==> src/sv/wtgr_pkg.sv <==
// Package of the glyph renderer: config struct, queue entry, font tables and
// glyph row lookup. Depends on nothing.
package wtgr_pkg;

  localparam int DEF_MAX_SCALE   = 4;
  localparam int DEF_QUEUE_DEPTH = 4;

  localparam int GLYPH_ROWS = 7;
  localparam int GLYPH_COLS = 5;
  localparam int CHAR_PITCH = 6;
  localparam int LINE_PITCH = 9;
  localparam int MASK_W     = 20;

  // sized for the widest scale the parameter allows (8)
  localparam int SCALE_W = 4;
  localparam int X_W     = 13;
  localparam int Y_W     = 12;

  localparam logic [9:0]  COORD_MAX = 10'd1023;
  localparam logic [10:0] FRAME_MAX = 11'd1024;
  localparam logic [4:0]  DOT_ROW   = 5'h04;
  localparam logic [4:0]  FULL_ROW  = 5'h1F;

  localparam logic [7:0] CH_NEWLINE    = 8'd10;
  localparam logic [7:0] CH_SPACE      = 8'd32;
  localparam logic [7:0] CH_DASH       = 8'd45;
  localparam logic [7:0] CH_DOT        = 8'd46;
  localparam logic [7:0] CH_SLASH      = 8'd47;
  localparam logic [7:0] CH_ZERO       = 8'd48;
  localparam logic [7:0] CH_NINE       = 8'd57;
  localparam logic [7:0] CH_COLON      = 8'd58;
  localparam logic [7:0] CH_LESS       = 8'd60;
  localparam logic [7:0] CH_GREATER    = 8'd62;
  localparam logic [7:0] CH_UPPER_A    = 8'd65;
  localparam logic [7:0] CH_UPPER_Z    = 8'd90;
  localparam logic [7:0] CH_BACKSLASH  = 8'd92;
  localparam logic [7:0] CH_UNDERSCORE = 8'd95;
  localparam logic [7:0] CH_LOWER_A    = 8'd97;
  localparam logic [7:0] CH_LOWER_Z    = 8'd122;
  localparam logic [7:0] CASE_FOLD     = 8'd32;

  typedef enum logic [2:0] {
    REG_ORIGIN_X        = 3'd0,
    REG_ORIGIN_Y        = 3'd1,
    REG_GLYPH_SCALE     = 3'd2,
    REG_LINE_CHAR_LIMIT = 3'd3,
    REG_LINE_LIMIT      = 3'd4,
    REG_FRAME_WIDTH     = 3'd5,
    REG_FRAME_HEIGHT    = 3'd6,
    REG_TEXT_COLOR      = 3'd7
  } reg_idx_t;

  typedef struct packed {
    logic [9:0]  origin_x;
    logic [9:0]  origin_y;
    logic [2:0]  glyph_scale;
    logic [6:0]  line_char_limit;
    logic [3:0]  line_limit;
    logic [10:0] frame_width;
    logic [10:0] frame_height;
    logic [15:0] text_color;
  } cfg_t;

  // one drawn character, handed from front to back
  typedef struct packed {
    logic [7:0]         code;
    logic [9:0]         run_start_x;
    logic [MASK_W-1:0]  col_mask;
    logic [Y_W-1:0]     ybase;
    logic [SCALE_W-1:0] scale;
  } entry_t;

  localparam logic [4:0] FONT_DIGITS [10][7] = '{
    '{5'h0E, 5'h11, 5'h13, 5'h15, 5'h19, 5'h11, 5'h0E},
    '{5'h04, 5'h0C, 5'h04, 5'h04, 5'h04, 5'h04, 5'h0E},
    '{5'h0E, 5'h11, 5'h01, 5'h02, 5'h04, 5'h08, 5'h1F},
    '{5'h1E, 5'h01, 5'h01, 5'h0E, 5'h01, 5'h01, 5'h1E},
    '{5'h02, 5'h06, 5'h0A, 5'h12, 5'h1F, 5'h02, 5'h02},
    '{5'h1F, 5'h10, 5'h10, 5'h1E, 5'h01, 5'h01, 5'h1E},
    '{5'h0E, 5'h10, 5'h10, 5'h1E, 5'h11, 5'h11, 5'h0E},
    '{5'h1F, 5'h01, 5'h02, 5'h04, 5'h08, 5'h08, 5'h08},
    '{5'h0E, 5'h11, 5'h11, 5'h0E, 5'h11, 5'h11, 5'h0E},
    '{5'h0E, 5'h11, 5'h11, 5'h0F, 5'h01, 5'h01, 5'h0E}
  };

  localparam logic [4:0] FONT_LETTERS [26][7] = '{
    '{5'h0E, 5'h11, 5'h11, 5'h1F, 5'h11, 5'h11, 5'h11},
    '{5'h1E, 5'h11, 5'h11, 5'h1E, 5'h11, 5'h11, 5'h1E},
    '{5'h0E, 5'h11, 5'h10, 5'h10, 5'h10, 5'h11, 5'h0E},
    '{5'h1E, 5'h11, 5'h11, 5'h11, 5'h11, 5'h11, 5'h1E},
    '{5'h1F, 5'h10, 5'h10, 5'h1E, 5'h10, 5'h10, 5'h1F},
    '{5'h1F, 5'h10, 5'h10, 5'h1E, 5'h10, 5'h10, 5'h10},
    '{5'h0E, 5'h11, 5'h10, 5'h17, 5'h11, 5'h11, 5'h0E},
    '{5'h11, 5'h11, 5'h11, 5'h1F, 5'h11, 5'h11, 5'h11},
    '{5'h0E, 5'h04, 5'h04, 5'h04, 5'h04, 5'h04, 5'h0E},
    '{5'h07, 5'h02, 5'h02, 5'h02, 5'h12, 5'h12, 5'h0C},
    '{5'h11, 5'h12, 5'h14, 5'h18, 5'h14, 5'h12, 5'h11},
    '{5'h10, 5'h10, 5'h10, 5'h10, 5'h10, 5'h10, 5'h1F},
    '{5'h11, 5'h1B, 5'h15, 5'h15, 5'h11, 5'h11, 5'h11},
    '{5'h11, 5'h19, 5'h15, 5'h13, 5'h11, 5'h11, 5'h11},
    '{5'h0E, 5'h11, 5'h11, 5'h11, 5'h11, 5'h11, 5'h0E},
    '{5'h1E, 5'h11, 5'h11, 5'h1E, 5'h10, 5'h10, 5'h10},
    '{5'h0E, 5'h11, 5'h11, 5'h11, 5'h15, 5'h12, 5'h0D},
    '{5'h1E, 5'h11, 5'h11, 5'h1E, 5'h14, 5'h12, 5'h11},
    '{5'h0F, 5'h10, 5'h10, 5'h0E, 5'h01, 5'h01, 5'h1E},
    '{5'h1F, 5'h04, 5'h04, 5'h04, 5'h04, 5'h04, 5'h04},
    '{5'h11, 5'h11, 5'h11, 5'h11, 5'h11, 5'h11, 5'h0E},
    '{5'h11, 5'h11, 5'h11, 5'h11, 5'h11, 5'h0A, 5'h04},
    '{5'h11, 5'h11, 5'h11, 5'h15, 5'h15, 5'h15, 5'h0A},
    '{5'h11, 5'h11, 5'h0A, 5'h04, 5'h0A, 5'h11, 5'h11},
    '{5'h11, 5'h11, 5'h0A, 5'h04, 5'h04, 5'h04, 5'h04},
    '{5'h1F, 5'h01, 5'h02, 5'h04, 5'h08, 5'h10, 5'h1F}
  };

  // 5-bit pattern of glyph row r (0..6) of an upper-case code; bit 4 is leftmost
  function automatic logic [4:0] glyph_row(input logic [7:0] c, input logic [2:0] r);
    logic [4:0] g;
    g = DOT_ROW;
    if (c >= CH_UPPER_A && c <= CH_UPPER_Z) begin
      g = FONT_LETTERS[5'(c - CH_UPPER_A)][r];
    end else if (c >= CH_ZERO && c <= CH_NINE) begin
      g = FONT_DIGITS[4'(c - CH_ZERO)][r];
    end else begin
      case (c)
        CH_COLON:      g = (r == 3'd1 || r == 3'd5) ? DOT_ROW : 5'h00;
        CH_DOT:        g = (r == 3'd6) ? DOT_ROW : 5'h00;
        CH_DASH:       g = (r == 3'd3) ? FULL_ROW : 5'h00;
        CH_UNDERSCORE: g = (r == 3'd6) ? FULL_ROW : 5'h00;
        CH_SLASH:      g = 5'd1 << ((r < 3'd5) ? r : 3'd4);
        CH_BACKSLASH:  g = 5'd1 << ((r < 3'd5) ? 3'(3'd4 - r) : 3'd0);
        CH_LESS:       g = (r < 3'd4) ? (5'd1 << 3'(r + 3'd1)) : (5'd1 << 3'(3'd7 - r));
        CH_GREATER:    g = (r < 3'd4) ? (5'd1 << 3'(3'd3 - r)) : (5'd1 << 3'(r - 3'd3));
        CH_SPACE:      g = 5'h00;
        default:       g = DOT_ROW;
      endcase
    end
    return g;
  endfunction

endpackage

==> src/sv/wtgr_if.sv <==
// Stream interfaces of the glyph renderer: character input and row mask output.
// Standalone; valid/ready transfer on each channel.
interface wtgr_char_if;
  logic       valid;
  logic       ready;
  logic [7:0] char_code;
  logic       start_text;
  modport source (output valid, char_code, start_text, input ready);
  modport sink   (input valid, char_code, start_text, output ready);
endinterface

interface wtgr_row_if;
  logic        valid;
  logic        ready;
  logic [9:0]  pixel_row;
  logic [9:0]  run_start_x;
  logic [19:0] pixel_mask;
  logic [15:0] pixel_color;
  logic        last_row;
  modport source (output valid, pixel_row, run_start_x, pixel_mask, pixel_color, last_row,
                  input ready);
  modport sink   (input valid, pixel_row, run_start_x, pixel_mask, pixel_color, last_row,
                  output ready);
endinterface

==> src/sv/wtgr_cfg.sv <==
// APB-style register file of the glyph renderer.
// Depends on wtgr_pkg (cfg_t, reg_idx_t).
module wtgr_cfg import wtgr_pkg::*; (
  input  logic        clk,
  input  logic        rst,
  input  logic        psel,
  input  logic        penable,
  input  logic        pwrite,
  input  logic [4:0]  paddr,
  input  logic [31:0] pwdata,
  output logic [31:0] prdata,
  output logic        pready,
  output cfg_t        cfg
);

  reg_idx_t idx;
  logic     wr;

  assign idx    = reg_idx_t'(paddr[4:2]);
  assign pready = 1'b1;
  assign wr     = psel && penable && pwrite;

  always_ff @(posedge clk) begin
    if (rst) begin
      cfg.origin_x        <= 10'd24;
      cfg.origin_y        <= 10'd0;
      cfg.glyph_scale     <= 3'd2;
      cfg.line_char_limit <= 7'd38;
      cfg.line_limit      <= 4'd1;
      cfg.frame_width     <= 11'd640;
      cfg.frame_height    <= 11'd480;
      cfg.text_color      <= 16'hFFFF;
    end else if (wr) begin
      case (idx)
        REG_ORIGIN_X:        cfg.origin_x        <= pwdata[9:0];
        REG_ORIGIN_Y:        cfg.origin_y        <= pwdata[9:0];
        REG_GLYPH_SCALE:     cfg.glyph_scale     <= pwdata[2:0];
        REG_LINE_CHAR_LIMIT: cfg.line_char_limit <= pwdata[6:0];
        REG_LINE_LIMIT:      cfg.line_limit      <= pwdata[3:0];
        REG_FRAME_WIDTH:     cfg.frame_width     <= pwdata[10:0];
        REG_FRAME_HEIGHT:    cfg.frame_height    <= pwdata[10:0];
        REG_TEXT_COLOR:      cfg.text_color      <= pwdata[15:0];
        default: ;
      endcase
    end
  end

  always_comb begin
    case (idx)
      REG_ORIGIN_X:        prdata = {22'd0, cfg.origin_x};
      REG_ORIGIN_Y:        prdata = {22'd0, cfg.origin_y};
      REG_GLYPH_SCALE:     prdata = {29'd0, cfg.glyph_scale};
      REG_LINE_CHAR_LIMIT: prdata = {25'd0, cfg.line_char_limit};
      REG_LINE_LIMIT:      prdata = {28'd0, cfg.line_limit};
      REG_FRAME_WIDTH:     prdata = {21'd0, cfg.frame_width};
      REG_FRAME_HEIGHT:    prdata = {21'd0, cfg.frame_height};
      REG_TEXT_COLOR:      prdata = {16'd0, cfg.text_color};
      default:             prdata = 32'd0;
    endcase
  end

endmodule

==> src/sv/wtgr_front.sv <==
// Front end: takes characters, tracks cursor and wrap state, and queues one
// entry per drawn character with its placement. Depends on wtgr_pkg, wtgr_if.
module wtgr_front import wtgr_pkg::*; #(
  parameter int MAX_SCALE = DEF_MAX_SCALE
) (
  input  logic         clk,
  input  logic         rst,
  input  cfg_t         cfg,
  wtgr_char_if.sink    char_in,
  input  logic         q_full,
  output logic         q_push,
  output entry_t       q_data
);

  logic [6:0] column_count, column_count_next;
  logic [3:0] line_count, line_count_next;
  logic       skip_spaces, skip_spaces_next;
  logic       absorb_newline, absorb_newline_next;

  logic [6:0]         col_e;
  logic [3:0]         line_e;
  logic               skip_e, absorb_e;
  logic [7:0]         c;
  logic [6:0]         limit;
  logic               draw, accept;
  logic [SCALE_W-1:0] s;
  logic [5:0]         xstep;
  logic [6:0]         ystep;
  logic [X_W-1:0]     x;
  logic [10:0]        fw, room;

  function automatic logic [SCALE_W-1:0] clamp_scale(input logic [2:0] raw);
    logic [SCALE_W-1:0] v;
    v = SCALE_W'(raw);
    if (raw == 3'd0) v = SCALE_W'(1);
    else if (v > SCALE_W'(MAX_SCALE)) v = SCALE_W'(MAX_SCALE);
    return v;
  endfunction

  assign char_in.ready = !q_full;
  assign accept        = char_in.valid && char_in.ready;
  assign q_push        = accept && draw;

  always_comb begin
    c        = char_in.char_code;
    col_e    = char_in.start_text ? 7'd0 : column_count;
    line_e   = char_in.start_text ? 4'd0 : line_count;
    skip_e   = char_in.start_text ? 1'b0 : skip_spaces;
    absorb_e = char_in.start_text ? 1'b0 : absorb_newline;
    limit    = (cfg.line_char_limit == 7'd0) ? 7'd1 : cfg.line_char_limit;

    column_count_next   = col_e;
    line_count_next     = line_e;
    skip_spaces_next    = skip_e;
    absorb_newline_next = absorb_e;
    draw                = 1'b0;

    // past the line limit a character is swallowed with no state change
    if (line_e < cfg.line_limit) begin
      absorb_newline_next = 1'b0;
      if (!(absorb_e && c == CH_NEWLINE) && !(skip_e && c == CH_SPACE)) begin
        skip_spaces_next = 1'b0;
        if (c == CH_NEWLINE) begin
          line_count_next   = line_e + 4'd1;
          column_count_next = 7'd0;
          skip_spaces_next  = 1'b1;
        end else begin
          draw = 1'b1;
          if (({1'b0, col_e} + 8'd1) >= {1'b0, limit}) begin
            column_count_next   = 7'd0;
            line_count_next     = line_e + 4'd1;
            absorb_newline_next = 1'b1;
            skip_spaces_next    = 1'b1;
          end else begin
            column_count_next = col_e + 7'd1;
          end
        end
      end
    end
  end

  // placement of the character and its column clip, fixed for all its rows
  always_comb begin
    s     = clamp_scale(cfg.glyph_scale);
    xstep = 6'(CHAR_PITCH * s);
    ystep = 7'(LINE_PITCH * s);
    x     = X_W'(cfg.origin_x) + X_W'(col_e * xstep);
    fw    = (cfg.frame_width > FRAME_MAX) ? FRAME_MAX : cfg.frame_width;
    room  = fw - x[10:0];

    q_data.code        = (c >= CH_LOWER_A && c <= CH_LOWER_Z) ? c - CASE_FOLD : c;
    q_data.run_start_x = (x > X_W'(COORD_MAX)) ? COORD_MAX : x[9:0];
    q_data.ybase       = Y_W'(cfg.origin_y) + Y_W'(line_e * ystep);
    q_data.scale       = s;
    if (x >= X_W'(fw)) begin
      q_data.col_mask = '0;
    end else if (room < 11'(MASK_W)) begin
      q_data.col_mask = ~({MASK_W{1'b1}} << room[4:0]);
    end else begin
      q_data.col_mask = {MASK_W{1'b1}};
    end
  end

  always_ff @(posedge clk) begin
    if (rst) begin
      column_count   <= 7'd0;
      line_count     <= 4'd0;
      skip_spaces    <= 1'b0;
      absorb_newline <= 1'b0;
    end else if (accept) begin
      column_count   <= column_count_next;
      line_count     <= line_count_next;
      skip_spaces    <= skip_spaces_next;
      absorb_newline <= absorb_newline_next;
    end
  end

endmodule

==> src/sv/wtgr_queue.sv <==
// Short queue of drawn characters between front and back end.
// Depends on wtgr_pkg (entry_t).
module wtgr_queue import wtgr_pkg::*; #(
  parameter int DEPTH = DEF_QUEUE_DEPTH
) (
  input  logic   clk,
  input  logic   rst,
  input  logic   push,
  input  entry_t wdata,
  output logic   full,
  input  logic   pop,
  output entry_t rdata,
  output logic   empty
);

  localparam int AW = (DEPTH > 1) ? $clog2(DEPTH) : 1;
  localparam int CW = $clog2(DEPTH + 1);

  entry_t          mem [DEPTH];
  logic [AW-1:0]   wptr, rptr;
  logic [CW-1:0]   count;

  assign full  = (count == CW'(DEPTH));
  assign empty = (count == '0);
  assign rdata = mem[rptr];

  always_ff @(posedge clk) begin
    if (push) mem[wptr] <= wdata;
  end

  always_ff @(posedge clk) begin
    if (rst) begin
      wptr  <= '0;
      rptr  <= '0;
      count <= '0;
    end else begin
      if (push) wptr <= (wptr == AW'(DEPTH - 1)) ? '0 : wptr + AW'(1);
      if (pop)  rptr <= (rptr == AW'(DEPTH - 1)) ? '0 : rptr + AW'(1);
      if (push && !pop)      count <= count + CW'(1);
      else if (pop && !push) count <= count - CW'(1);
    end
  end

endmodule

==> src/sv/wtgr_back.sv <==
// Back end: walks the rows of each queued character, builds the scaled and
// clipped row mask, and holds it in the output register. Depends on wtgr_pkg, wtgr_if.
module wtgr_back import wtgr_pkg::*; #(
  parameter int MAX_SCALE = DEF_MAX_SCALE
) (
  input  logic       clk,
  input  logic       rst,
  input  cfg_t       cfg,
  input  logic       q_empty,
  input  entry_t     q_head,
  output logic       q_pop,
  wtgr_row_if.source row_out
);

  localparam int GW = MASK_W + GLYPH_COLS * MAX_SCALE;

  entry_t             cur;
  logic               busy;
  logic [SCALE_W-1:0] sub;
  logic [2:0]         grow;
  logic [Y_W-1:0]     y;

  logic               out_valid;
  logic [9:0]         out_row;
  logic [9:0]         out_x;
  logic [MASK_W-1:0]  out_mask;
  logic [15:0]        out_color;
  logic               out_last;

  logic               adv, last;
  logic [4:0]         g;
  logic [GW-1:0]      run, wide;
  logic [MASK_W-1:0]  mask;
  logic [10:0]        fh;

  assign adv   = busy && (!out_valid || row_out.ready);
  assign last  = (grow == 3'(GLYPH_ROWS - 1)) && (sub == SCALE_W'(cur.scale - 1'b1));
  assign q_pop = !q_empty && (!busy || (adv && last));

  always_comb begin
    g    = glyph_row(cur.code, grow);
    run  = ~({GW{1'b1}} << cur.scale);
    wide = '0;
    for (int col = 0; col < GLYPH_COLS; col++) begin
      if (g[GLYPH_COLS - 1 - col]) wide = wide | (run << 6'(col * cur.scale));
    end
    fh   = (cfg.frame_height > FRAME_MAX) ? FRAME_MAX : cfg.frame_height;
    mask = (y >= Y_W'(fh)) ? '0 : (wide[MASK_W-1:0] & cur.col_mask);
  end

  always_ff @(posedge clk) begin
    if (rst) begin
      busy      <= 1'b0;
      out_valid <= 1'b0;
    end else begin
      if (adv) begin
        out_valid <= 1'b1;
        out_row   <= (y > Y_W'(COORD_MAX)) ? COORD_MAX : y[9:0];
        out_x     <= cur.run_start_x;
        out_mask  <= mask;
        out_color <= cfg.text_color;
        out_last  <= last;
        y         <= y + Y_W'(1);
        if (sub == SCALE_W'(cur.scale - 1'b1)) begin
          sub  <= '0;
          grow <= grow + 3'd1;
        end else begin
          sub <= sub + SCALE_W'(1);
        end
        if (last && q_empty) busy <= 1'b0;
      end else if (row_out.ready) begin
        out_valid <= 1'b0;
      end
      if (q_pop) begin
        cur  <= q_head;
        busy <= 1'b1;
        sub  <= '0;
        grow <= 3'd0;
        y    <= q_head.ybase;
      end
    end
  end

  assign row_out.valid       = out_valid;
  assign row_out.pixel_row   = out_row;
  assign row_out.run_start_x = out_x;
  assign row_out.pixel_mask  = out_mask;
  assign row_out.pixel_color = out_color;
  assign row_out.last_row    = out_last;

endmodule

==> src/sv/wrapped_text_glyph_renderer_unit.sv <==
// Glyph renderer top level: turns a stream of text characters into scaled 5x7
// glyph row masks for a framebuffer, with line wrapping and clipping.
// Depends on wtgr_pkg, wtgr_if, wtgr_cfg, wtgr_front, wtgr_queue, wtgr_back.
//
// char_in carries one character per transfer (char_code, start_text).
// row_out carries one row mask per transfer; a drawn character gives
// 7*scale masks, the last flagged by last_row. Newlines, dropped spaces and
// characters past the line limit give none.
// The APB port sets placement, scale, limits, frame size and colour; write it
// only while no character is in flight.
// Throughput: one row mask per cycle while row_out is ready, set by the back
// end's row walk. The front end takes a character every cycle until its queue
// of drawn characters is full.
// When the back end is idle, the first mask of a character passes the queue,
// the back end's character register and the output register before it shows.
// Reset clears the cursor, wrap state, queue and output register, and sets
// the registers to their defaults. When row_out stalls, the mask is held,
// the back end pauses and the queue fills, after which char_in.ready drops.
module wrapped_text_glyph_renderer_unit import wtgr_pkg::*; #(
  parameter int MAX_SCALE   = DEF_MAX_SCALE,
  parameter int QUEUE_DEPTH = DEF_QUEUE_DEPTH
) (
  input  logic        clk,
  input  logic        rst,
  wtgr_char_if.sink   char_in,
  wtgr_row_if.source  row_out,
  input  logic        psel,
  input  logic        penable,
  input  logic        pwrite,
  input  logic [4:0]  paddr,
  input  logic [31:0] pwdata,
  output logic [31:0] prdata,
  output logic        pready
);

  cfg_t   cfg;
  entry_t q_wdata, q_rdata;
  logic   q_push, q_pop, q_full, q_empty;

  wtgr_cfg u_cfg (
    .clk     (clk),
    .rst     (rst),
    .psel    (psel),
    .penable (penable),
    .pwrite  (pwrite),
    .paddr   (paddr),
    .pwdata  (pwdata),
    .prdata  (prdata),
    .pready  (pready),
    .cfg     (cfg)
  );

  wtgr_front #(.MAX_SCALE(MAX_SCALE)) u_front (
    .clk     (clk),
    .rst     (rst),
    .cfg     (cfg),
    .char_in (char_in),
    .q_full  (q_full),
    .q_push  (q_push),
    .q_data  (q_wdata)
  );

  wtgr_queue #(.DEPTH(QUEUE_DEPTH)) u_queue (
    .clk   (clk),
    .rst   (rst),
    .push  (q_push),
    .wdata (q_wdata),
    .full  (q_full),
    .pop   (q_pop),
    .rdata (q_rdata),
    .empty (q_empty)
  );

  wtgr_back #(.MAX_SCALE(MAX_SCALE)) u_back (
    .clk     (clk),
    .rst     (rst),
    .cfg     (cfg),
    .q_empty (q_empty),
    .q_head  (q_rdata),
    .q_pop   (q_pop),
    .row_out (row_out)
  );

endmodule

==> src/flat_wrapper.sv <==
// flat-port wrapper written by rule: the top's interface ports become plain ports
module wrapped_text_glyph_renderer_unit_flat import wtgr_pkg::*;
#(
  parameter int MAX_SCALE   = DEF_MAX_SCALE,
  parameter int QUEUE_DEPTH = DEF_QUEUE_DEPTH
)
  (clk, rst, psel, penable, pwrite, paddr, pwdata, prdata, pready, char_in_valid, char_in_char_code, char_in_start_text, char_in_ready, row_out_valid, row_out_pixel_row, row_out_run_start_x, row_out_pixel_mask, row_out_pixel_color, row_out_last_row, row_out_ready);
  wtgr_char_if char_in_i ();
  wtgr_row_if row_out_i ();
  input  logic clk;
  input  logic rst;
  input  logic psel;
  input  logic penable;
  input  logic pwrite;
  input  logic [4:0] paddr;
  input  logic [31:0] pwdata;
  output logic [31:0] prdata;
  output logic pready;
  input wire logic [$bits(char_in_i.valid)-1:0] char_in_valid;
  input wire logic [$bits(char_in_i.char_code)-1:0] char_in_char_code;
  input wire logic [$bits(char_in_i.start_text)-1:0] char_in_start_text;
  output wire logic [$bits(char_in_i.ready)-1:0] char_in_ready;
  output wire logic [$bits(row_out_i.valid)-1:0] row_out_valid;
  output wire logic [$bits(row_out_i.pixel_row)-1:0] row_out_pixel_row;
  output wire logic [$bits(row_out_i.run_start_x)-1:0] row_out_run_start_x;
  output wire logic [$bits(row_out_i.pixel_mask)-1:0] row_out_pixel_mask;
  output wire logic [$bits(row_out_i.pixel_color)-1:0] row_out_pixel_color;
  output wire logic [$bits(row_out_i.last_row)-1:0] row_out_last_row;
  input wire logic [$bits(row_out_i.ready)-1:0] row_out_ready;
  assign char_in_i.valid = char_in_valid;
  assign char_in_i.char_code = char_in_char_code;
  assign char_in_i.start_text = char_in_start_text;
  assign char_in_ready = char_in_i.ready;
  assign row_out_valid = row_out_i.valid;
  assign row_out_pixel_row = row_out_i.pixel_row;
  assign row_out_run_start_x = row_out_i.run_start_x;
  assign row_out_pixel_mask = row_out_i.pixel_mask;
  assign row_out_pixel_color = row_out_i.pixel_color;
  assign row_out_last_row = row_out_i.last_row;
  assign row_out_i.ready = row_out_ready;
  wrapped_text_glyph_renderer_unit #(.MAX_SCALE(MAX_SCALE), .QUEUE_DEPTH(QUEUE_DEPTH)) u_core (.clk(clk), .rst(rst), .char_in(char_in_i), .row_out(row_out_i), .psel(psel), .penable(penable), .pwrite(pwrite), .paddr(paddr), .pwdata(pwdata), .prdata(prdata), .pready(pready));
endmodule
==> config.mk <==
export PLATFORM = sky130hd
export DESIGN_NAME = wrapped_text_glyph_renderer_unit_flat
export DESIGN_NICKNAME = d
export VERILOG_FILES = /design/src/sv/wtgr_pkg.sv /design/src/sv/wtgr_if.sv /design/src/sv/wtgr_cfg.sv /design/src/sv/wtgr_front.sv /design/src/sv/wtgr_queue.sv /design/src/sv/wtgr_back.sv /design/src/sv/wrapped_text_glyph_renderer_unit.sv /design/src/flat_wrapper.sv
export SDC_FILE = /design/constraint.sdc
export NUM_CORES = 1
export LEC_CHECK = 0
export ABC_AREA = 1
export BUFFER_PORTS_ARGS = -buffer_cell sky130_fd_sc_hd__clkbuf_2
export CAP_MARGIN = 10
export CORE_MARGIN = 5
export CORE_UTILIZATION = 40
export CTS_CLUSTER_SIZE = 14
export DETAILED_ROUTE_END_ITERATION = 10
export GPL_TIMING_DRIVEN = 0
export REMOVE_ABC_BUFFERS = 1
export SLEW_MARGIN = 25
export SYNTH_ARGS = -nofsm -noshare
export SYNTH_HDL_FRONTEND = slang
export SYNTH_SLANG_ARGS = --single-unit
==> constraint.sdc <==
create_clock -name clk -period 16.65 [get_ports clk]
set_input_delay 3.33 -clock clk [delete_from_list [all_inputs] [get_ports clk]]
set_output_delay 3.33 -clock clk [all_outputs]
set_load 0.005 [all_outputs]
==> results.cfg, run 1 <==
[status]
run_status = finished, final reports clean

[clocking]
cts_tree = yes
clk_pin_slew_ns = 0.05
clk_path_buf_depth = 3
cts_made_buffers = 48
htreeDepth = 2
numClockSinks = 425
cts_root_buf = clkbuf_16
clk-insertion-delay-late_ns = 0.62
cts_resized = 0
post-cts-setup-buffers = 0
cts_hold_buf = 0

[flow_run]
maxCapViolCount = 0

[cells_and_area]
final_nets = 3212
fin_cells = 3863
fill_cells = 6010
antenna_cells = 0
final_core_util_pct = 45.7
drive_above_1_share_pct = 9.25
area_growth_pct = 13.5

[synthesis]
synth_edf_count = 329
ys_ff_latch = 425
synth_top_area_share_pct = 39.8
ys_seq_area_share_pct = 47.6
syn_area_mm2 = 0.0248
synthDistinctLibCells = 57
synth_area_leader_cell = edfxtp_1
synth_cells = 2898
synth_common_cells = nand2_1 (544), nor2_1 (382), inv_1 (337)
synth_most_common_cell = nand2_1
synth.avg_cell_area_um2 = 8.56
synthArstFlopShare_pct = 0
yosysWarnings = 0
synth_flop_cell = edfxtp_1
synthTopCellsByArea = edfxtp_1 (40%), nand2_1 (8.2%), dfxtp_1 (7.7%)

[sta]
max_freq_ghz = 0.104
worst_pin_slew_ns = 1.09
slew_headroom_pct = 27.2
rsz0062_at_grt = no
period_needed_ns = 9.61
slew_violations = 0
clock_skew_ns = 0.0477
final-hold-violation-count = 0
setup_viol = 0
setup_tns_ns = 0
fin_crit_sh_pct = 57.7

[route]
vias = 20462
wire_per_inst_um = 18.2
wirelength_um = 70400
drc = 0
dr.pass1.iters = 7
drtAntennaViolNets = 0
vias_per_cell = 5.30
drtIter0Drc = 1651

[worst_setup_path]
crit_path_end_kind = register
slowest_delay_ns = 0.60
cp_data_arrival_time_ns = 9.93
required_ns = 16.98
cp_max_fo = 20
cp_slowest_cell = nor2_2
crit_path_start_kind = input port
cpMostUsedCell = inv_1
worst-setup-path-type = in2reg

[global_routing]
grt_pass1_wl_um = 112000
antenna_found_initial = 1
grt.overflow.total = 0
first_global_vias = 20300
grt_max_degree = 73
track_usage_pct = 20.7

[floorplanning]
dieWidth_um = 259
rows = 91
ios = 145
die_area_mm2 = 0.0671
core-area_mm2 = 0.0616
die_h_um = 259
start_util_pct = 40.3

[placed_design]
dp_hpwl_um = 51600
numPortBuffers = 109
place.gp.congestion = 0.959
dp_cells = 3774

[worst_hold_path]
holdCritPathClass = reg2reg

[power_and_ir_drop]
powerDensity_mw_per_mm2 = 151
ir_worst_vdd_v = 0.0000764
p_leak_nw = 11.8
-- final cells by class --
type                            instances  area [um2]  area share (%)
Tap cell                              837        1050            3.72
Timing Repair Buffer                  136        1070            3.82
Sequential cell                       425       11800            42.0
Multi-Input combinational cell       2025       11200            40.0
Clock buffer                           56        1270            4.52
Inverter                              351        1330            4.71
Clock inverter                         33         364            1.29
-- through the flow --
stage          setup WS [ns]  power [mW]  area [um2]  hold WS [ns]
4_1_cts                 7.10        4.28       28100         0.421
6_report                7.04        4.26       28100         0.418
2_1_floorplan           7.62        2.60       24300         0.400
3_5_place_dp            6.54        3.19       26500         0.406
5_1_grt                 6.63        4.56       28100         0.429
3_3_place_gp            4.25        3.13       25900         0.401
-- critical path: cells and delay by family --
family / cells / cell delay [ns]
AOI/OAI and AO/OA: 6 / 1.13
xor gates and xnor gates: 2 / 0.57
adders and majority gates: 6 / 2.68
and+or+nand+nor: 8 / 1.59
buffers and inverters: 7 / 0.61
-- layer usage --
metal | track usage (%) | up-vias | share of wire (%)
li1 | - | 9936 | -
met1 | 28.6 | 9746 | 45
met2 | 33.8 | 654 | 46
met3 | 2.80 | 124 | 6.1
met4 | 6.71 | 2 | 3.0
met5 | 0 | - | 0.017
-- path summary, 6_finish.rpt --
| kind | slack, ns | start | endpoint | depth (start not counted) |
|---|---|---|---|---|
| min reg2reg | 0.42 | u_core.u_back.cur[43] | u_core.u_back.row_out.run_start_x[7] | 0 |
| min | 0.42 | u_core.u_back.cur[43] | u_core.u_back.row_out.run_start_x[7] | 0 |
| max | 7.04 | char_in_start_text | u_core.u_queue.mem[1][29] | 29 |
| max reg2reg | 7.71 | u_core.u_cfg.cfg[51] | u_core.u_queue.mem[1][29] | 35 |
-- sequential cells by signal, indices dropped and copies added, names as in the netlist, 3 cells and up, named ones only --
signal	flops
u_core.u_back.cur	41
u_core.u_back.grow	3
u_core.u_back.row_out.pixel_color	16
u_core.u_back.row_out.pixel_mask	20
u_core.u_back.row_out.pixel_row	10
u_core.u_back.row_out.run_start_x	10
u_core.u_back.sub	4
u_core.u_back.y	12
u_core.u_cfg.cfg	72
u_core.u_front.column_count	7
u_core.u_front.line_count	4
u_core.u_queue.count	3
u_core.u_queue.mem	212
-- placed cells by master, fill, tap and decap left out, types with 8 or more instances in the layout --
cell and instances:
nand3_1 172, inv_1 335, o21ai_0 261, edfxtp_1 329, nand2_1 544, fa_1 34
buf_16 11, conb_1 24, clkinv_1 9, ha_1 138, nor2_4 8, dfxtp_1 94
nand3b_1 16, o211ai_1 21, clkinv_2 13, a21oi_1 149, nor3_1 28, inv_2 9
o22ai_1 63, clkbuf_16 48, a22oi_1 9, nor2_1 375, nand2_2 14, xor2_1 32
nor2_2 9, xnor2_1 14, nand4_1 34, clkbuf_2 109
-- where the power goes --
group	leakage, nW	switching (mW)	internal (mW)	total [mW]
registers	3.76	0.128	1.39	1.52
logic	7.27	1.15	0.511	1.66
clock network	0.797	0.458	0.618	1.08
total	11.8	1.74	2.52	4.26
-- logic make-up after synthesis --
logic type,share of synthesized area (%)
AO/OA/AOI/OAI,12.5
flip-flops,47.6
XOR/XNOR,1.62
AND/OR/NAND/NOR,20.9
buffers and inverters,7.66
other,0.0303
adder cells (fa/ha/maj),9.71
Power figures use the tool's default switching activity.
==> run 2, diff against run 1 <==
- ABC_AREA: 1 -> 0
- clock period: 16.65 -> 8.95 ns (I/O delays scaled with it)
==> run 2 against run 1 <==
Setup slack lost 6.5 ns. Final cell count is 17% lower. Sequential share of layout area grew 0.43 points. Critical path depth down 5. Critical endpoint is now u_core.u_queue.mem[0][15]. Highest routed layer unchanged.
==> results.cfg, run 2 <==
[placed_design]
dp_hpwl_um = 48700
place.gp.congestion = 0.926
numPortBuffers = 109
dp_cells = 3106

[cells_and_area]
fin_cells = 3193
regMostFlops = u_core.u_queue.mem
final_cell_mix = edfxtp_1 (329), nand2_1 (211), nor2_1 (200)
drive_above_1_share_pct = 13.7
top_regs = u_core.u_queue.mem (212), u_core.u_cfg.cfg (72), u_core.u_back.cur (41)
antenna_cells = 0
final_nets = 2592
fill_cells = 5724
largest_reg_flops = 212
area_growth_pct = 12.8
final_core_util_pct = 45.3
final_common_cell = edfxtp_1

[route]
drtAntennaViolNets = 0
wl_met2_um = 32000
vias_per_cell = 5.76
wirelength_um = 67600
top_layer = met5
dr.pass1.iters = 7
met3_length_um = 3740
drt-met1-wl_um = 29400
drc = 0
drtIter0Drc = 1372
wire_per_inst_um = 21.2
vias = 18389

[sta]
fin_crit_sh_pct = 94.2
slew_headroom_pct = 34.7
setup_tns_ns = 0
worst_pin_slew_ns = 0.979
period_needed_ns = 8.43
clock_skew_ns = 0.0325
rsz0062_at_grt = no
final-hold-violation-count = 0
setup_viol = 0
slew_violations = 0
max_freq_ghz = 0.119

[clocking]
cts_hold_buf = 0
clk_path_buf_depth = 3
numClockSinks = 425
clk_pin_slew_ns = 0.06
cts_tree = yes
cts_made_buffers = 46
htreeDepth = 2
cts_root_buf = clkbuf_16
clk-insertion-delay-late_ns = 0.58

[worst_hold_path]
worstHoldStart = u_core.u_back.cur[43]
holdCritPathClass = reg2reg
hold_depth = 0
holdPathEnd = u_core.u_back.row_out.run_start_x[7]

[worst_setup_path]
cp_data_arrival_time_ns = 8.67
required_ns = 9.19
crit_path_start_kind = input port
crit_path_end_kind = register
ff2ff_path_depth = 27
cp_max_fo = 24
r2r-end = u_core.u_queue.mem[0][15]
ff2ff_setup_slack_ns = 0.58
r2r-start = u_core.u_cfg.cfg[51]
worst-setup-path-type = in2reg

[power_and_ir_drop]
p_leak_nw = 10.2
finalPower_mw = 6.76
ir_worst_vdd_v = 0.000150
powerDensity_mw_per_mm2 = 243

[synthesis]
yosysWarnings = 0
synthTopCellsByArea = edfxtp_1 (40%), dfxtp_1 (7.8%), ha_1 (7.0%)
synth_edf_count = 329
ys_seq_area_share_pct = 47.8
synth-simple-area-share_pct = 14.1
synth.mux.area_fraction_pct = 7.54
synth_compound_area_share_pct = 14.1
ys_ff_latch = 425
synthAdderAreaFrac_pct = 9.75
synth_area_leader_cell = edfxtp_1
synth.avg_cell_area_um2 = 10.8
syn_area_mm2 = 0.0247
synth_flop_cell = edfxtp_1
synth_top_family_by_area = simple AND/OR/NAND/NOR gates
synth_xor_area_share_pct = 2.13
synth_cells = 2296
synth_common_cells = edfxtp_1 (329), nand2_1 (211), nor2_1 (204)
synth_top_area_share_pct = 40.0
synthArstFlopShare_pct = 0
synthDistinctLibCells = 87
synth_most_common_cell = edfxtp_1

[floorplanning]
die_h_um = 258
core-area_mm2 = 0.0615
start_util_pct = 40.2
ios = 145
dieWidth_um = 258
rows = 91
die_area_mm2 = 0.0668

[status]
run_status = finished, final reports clean

[global_routing]
grt_pass1_wl_um = 105000
grt.overflow.total = 0
antenna_found_initial = 1
grt_max_degree = 95
first_global_vias = 18202
track_usage_pct = 19.6

[flow_run]
maxCapViolCount = 0
-- run 2: kinds of logic (layout without fill, tap and decap cells) --
logic type / Yosys count / after routing
XOR/XNOR: 60 / 60
other: 2 / 24
AND/OR/NAND/NOR: 720 / 720
multiplexers: 115 / 115
adder cells (fa/ha/maj): 172 / 172
flip-flops: 425 / 425
AO/OA/AOI/OAI: 524 / 524
buffers and inverters: 278 / 363
-- run 2: worst max-delay path by stage --
stage	depth (start not counted)	startpoint	end	slack, ns
final	24	char_in_start_text	u_core.u_queue.mem[0][15]	0.52
after global routing	27	u_core.u_cfg.cfg[51]	u_core.u_queue.mem[1][32]	0.008
after detailed placement	23	char_in_start_text	u_core.u_queue.mem[0][15]	-0.75
after CTS	26	u_core.u_cfg.cfg[51]	u_core.u_queue.mem[1][15]	0.03
after global placement	4	rst	u_core.u_back.grow[0]	-3.41
after floorplan	22	char_in_start_text	u_core.u_queue.mem[0][15]	0.88
-- run 2: stage by stage --
stage                     hold slack (ns)  worst slack, ns  instance area, um2
final                               0.422            0.518               27900
after global routing                0.430          0.00846               27900
after CTS                           0.424           0.0253               27800
after detailed placement            0.411           -0.745               26300
after global placement              0.403            -3.41               25700
after floorplan                     0.400            0.882               24100
-- run 2: timing repair --
action                                  4_1_cts  5_1_grt
gates resized for setup                       1        5
endpoints found under the hold margin         0        0
cloned                                        0        0
pin swaps                                     0        1
endpoints found under the setup margin       72       76
setup buffers                                 0        1
-- run 2: final cells by class --
type | instances | area, um2 | area share (%)
Clock buffer | 53 | 1200 | 4.32
Clock inverter | 31 | 324 | 1.16
Inverter | 135 | 507 | 1.82
Multi-Input combinational cell | 1615 | 11900 | 42.9
Sequential cell | 425 | 11800 | 42.4
Tap cell | 790 | 988 | 3.55
Timing Repair Buffer | 144 | 1070 | 3.86
-- run 2: power by group --
part / internal (mW) / switching [mW] / total [mW] / leakage, nW
clock: 1.14 / 0.787 / 1.93 / 0.751
sequential: 2.44 / 0.240 / 2.68 / 3.78
combinational: 0.848 / 1.30 / 2.15 / 5.71
total: 4.43 / 2.33 / 6.76 / 10.2
-- run 2: worst max-delay path, stage by stage --
cell and delay (ns):
clkbuf_2 0.30, nand2b_1 0.39, or2_2 0.35, fa_1 0.46, fa_1 0.53, fa_1 0.54, inv_1 0.04, ha_1 0.34
a21o_1 0.18, a21oi_1 0.28, xnor2_1 0.12, ha_1 0.24, o41ai_1 0.57, xor2_1 0.34, inv_1 0.08, ha_1 0.34
o21ai_0 0.12, a21oi_1 0.10, a21oi_1 0.12, o2111ai_1 0.12, or4_1 0.70, nor3b_4 0.28, buf_12 0.17, a31oi_1 0.15
-- run 2: per-layer routing --
metal,track usage (%),vias to the layer above
met1,26.5,9043
met3,2.94,135
li1,-,8557
met5,0,-
met2,32.3,652
met4,7.11,2
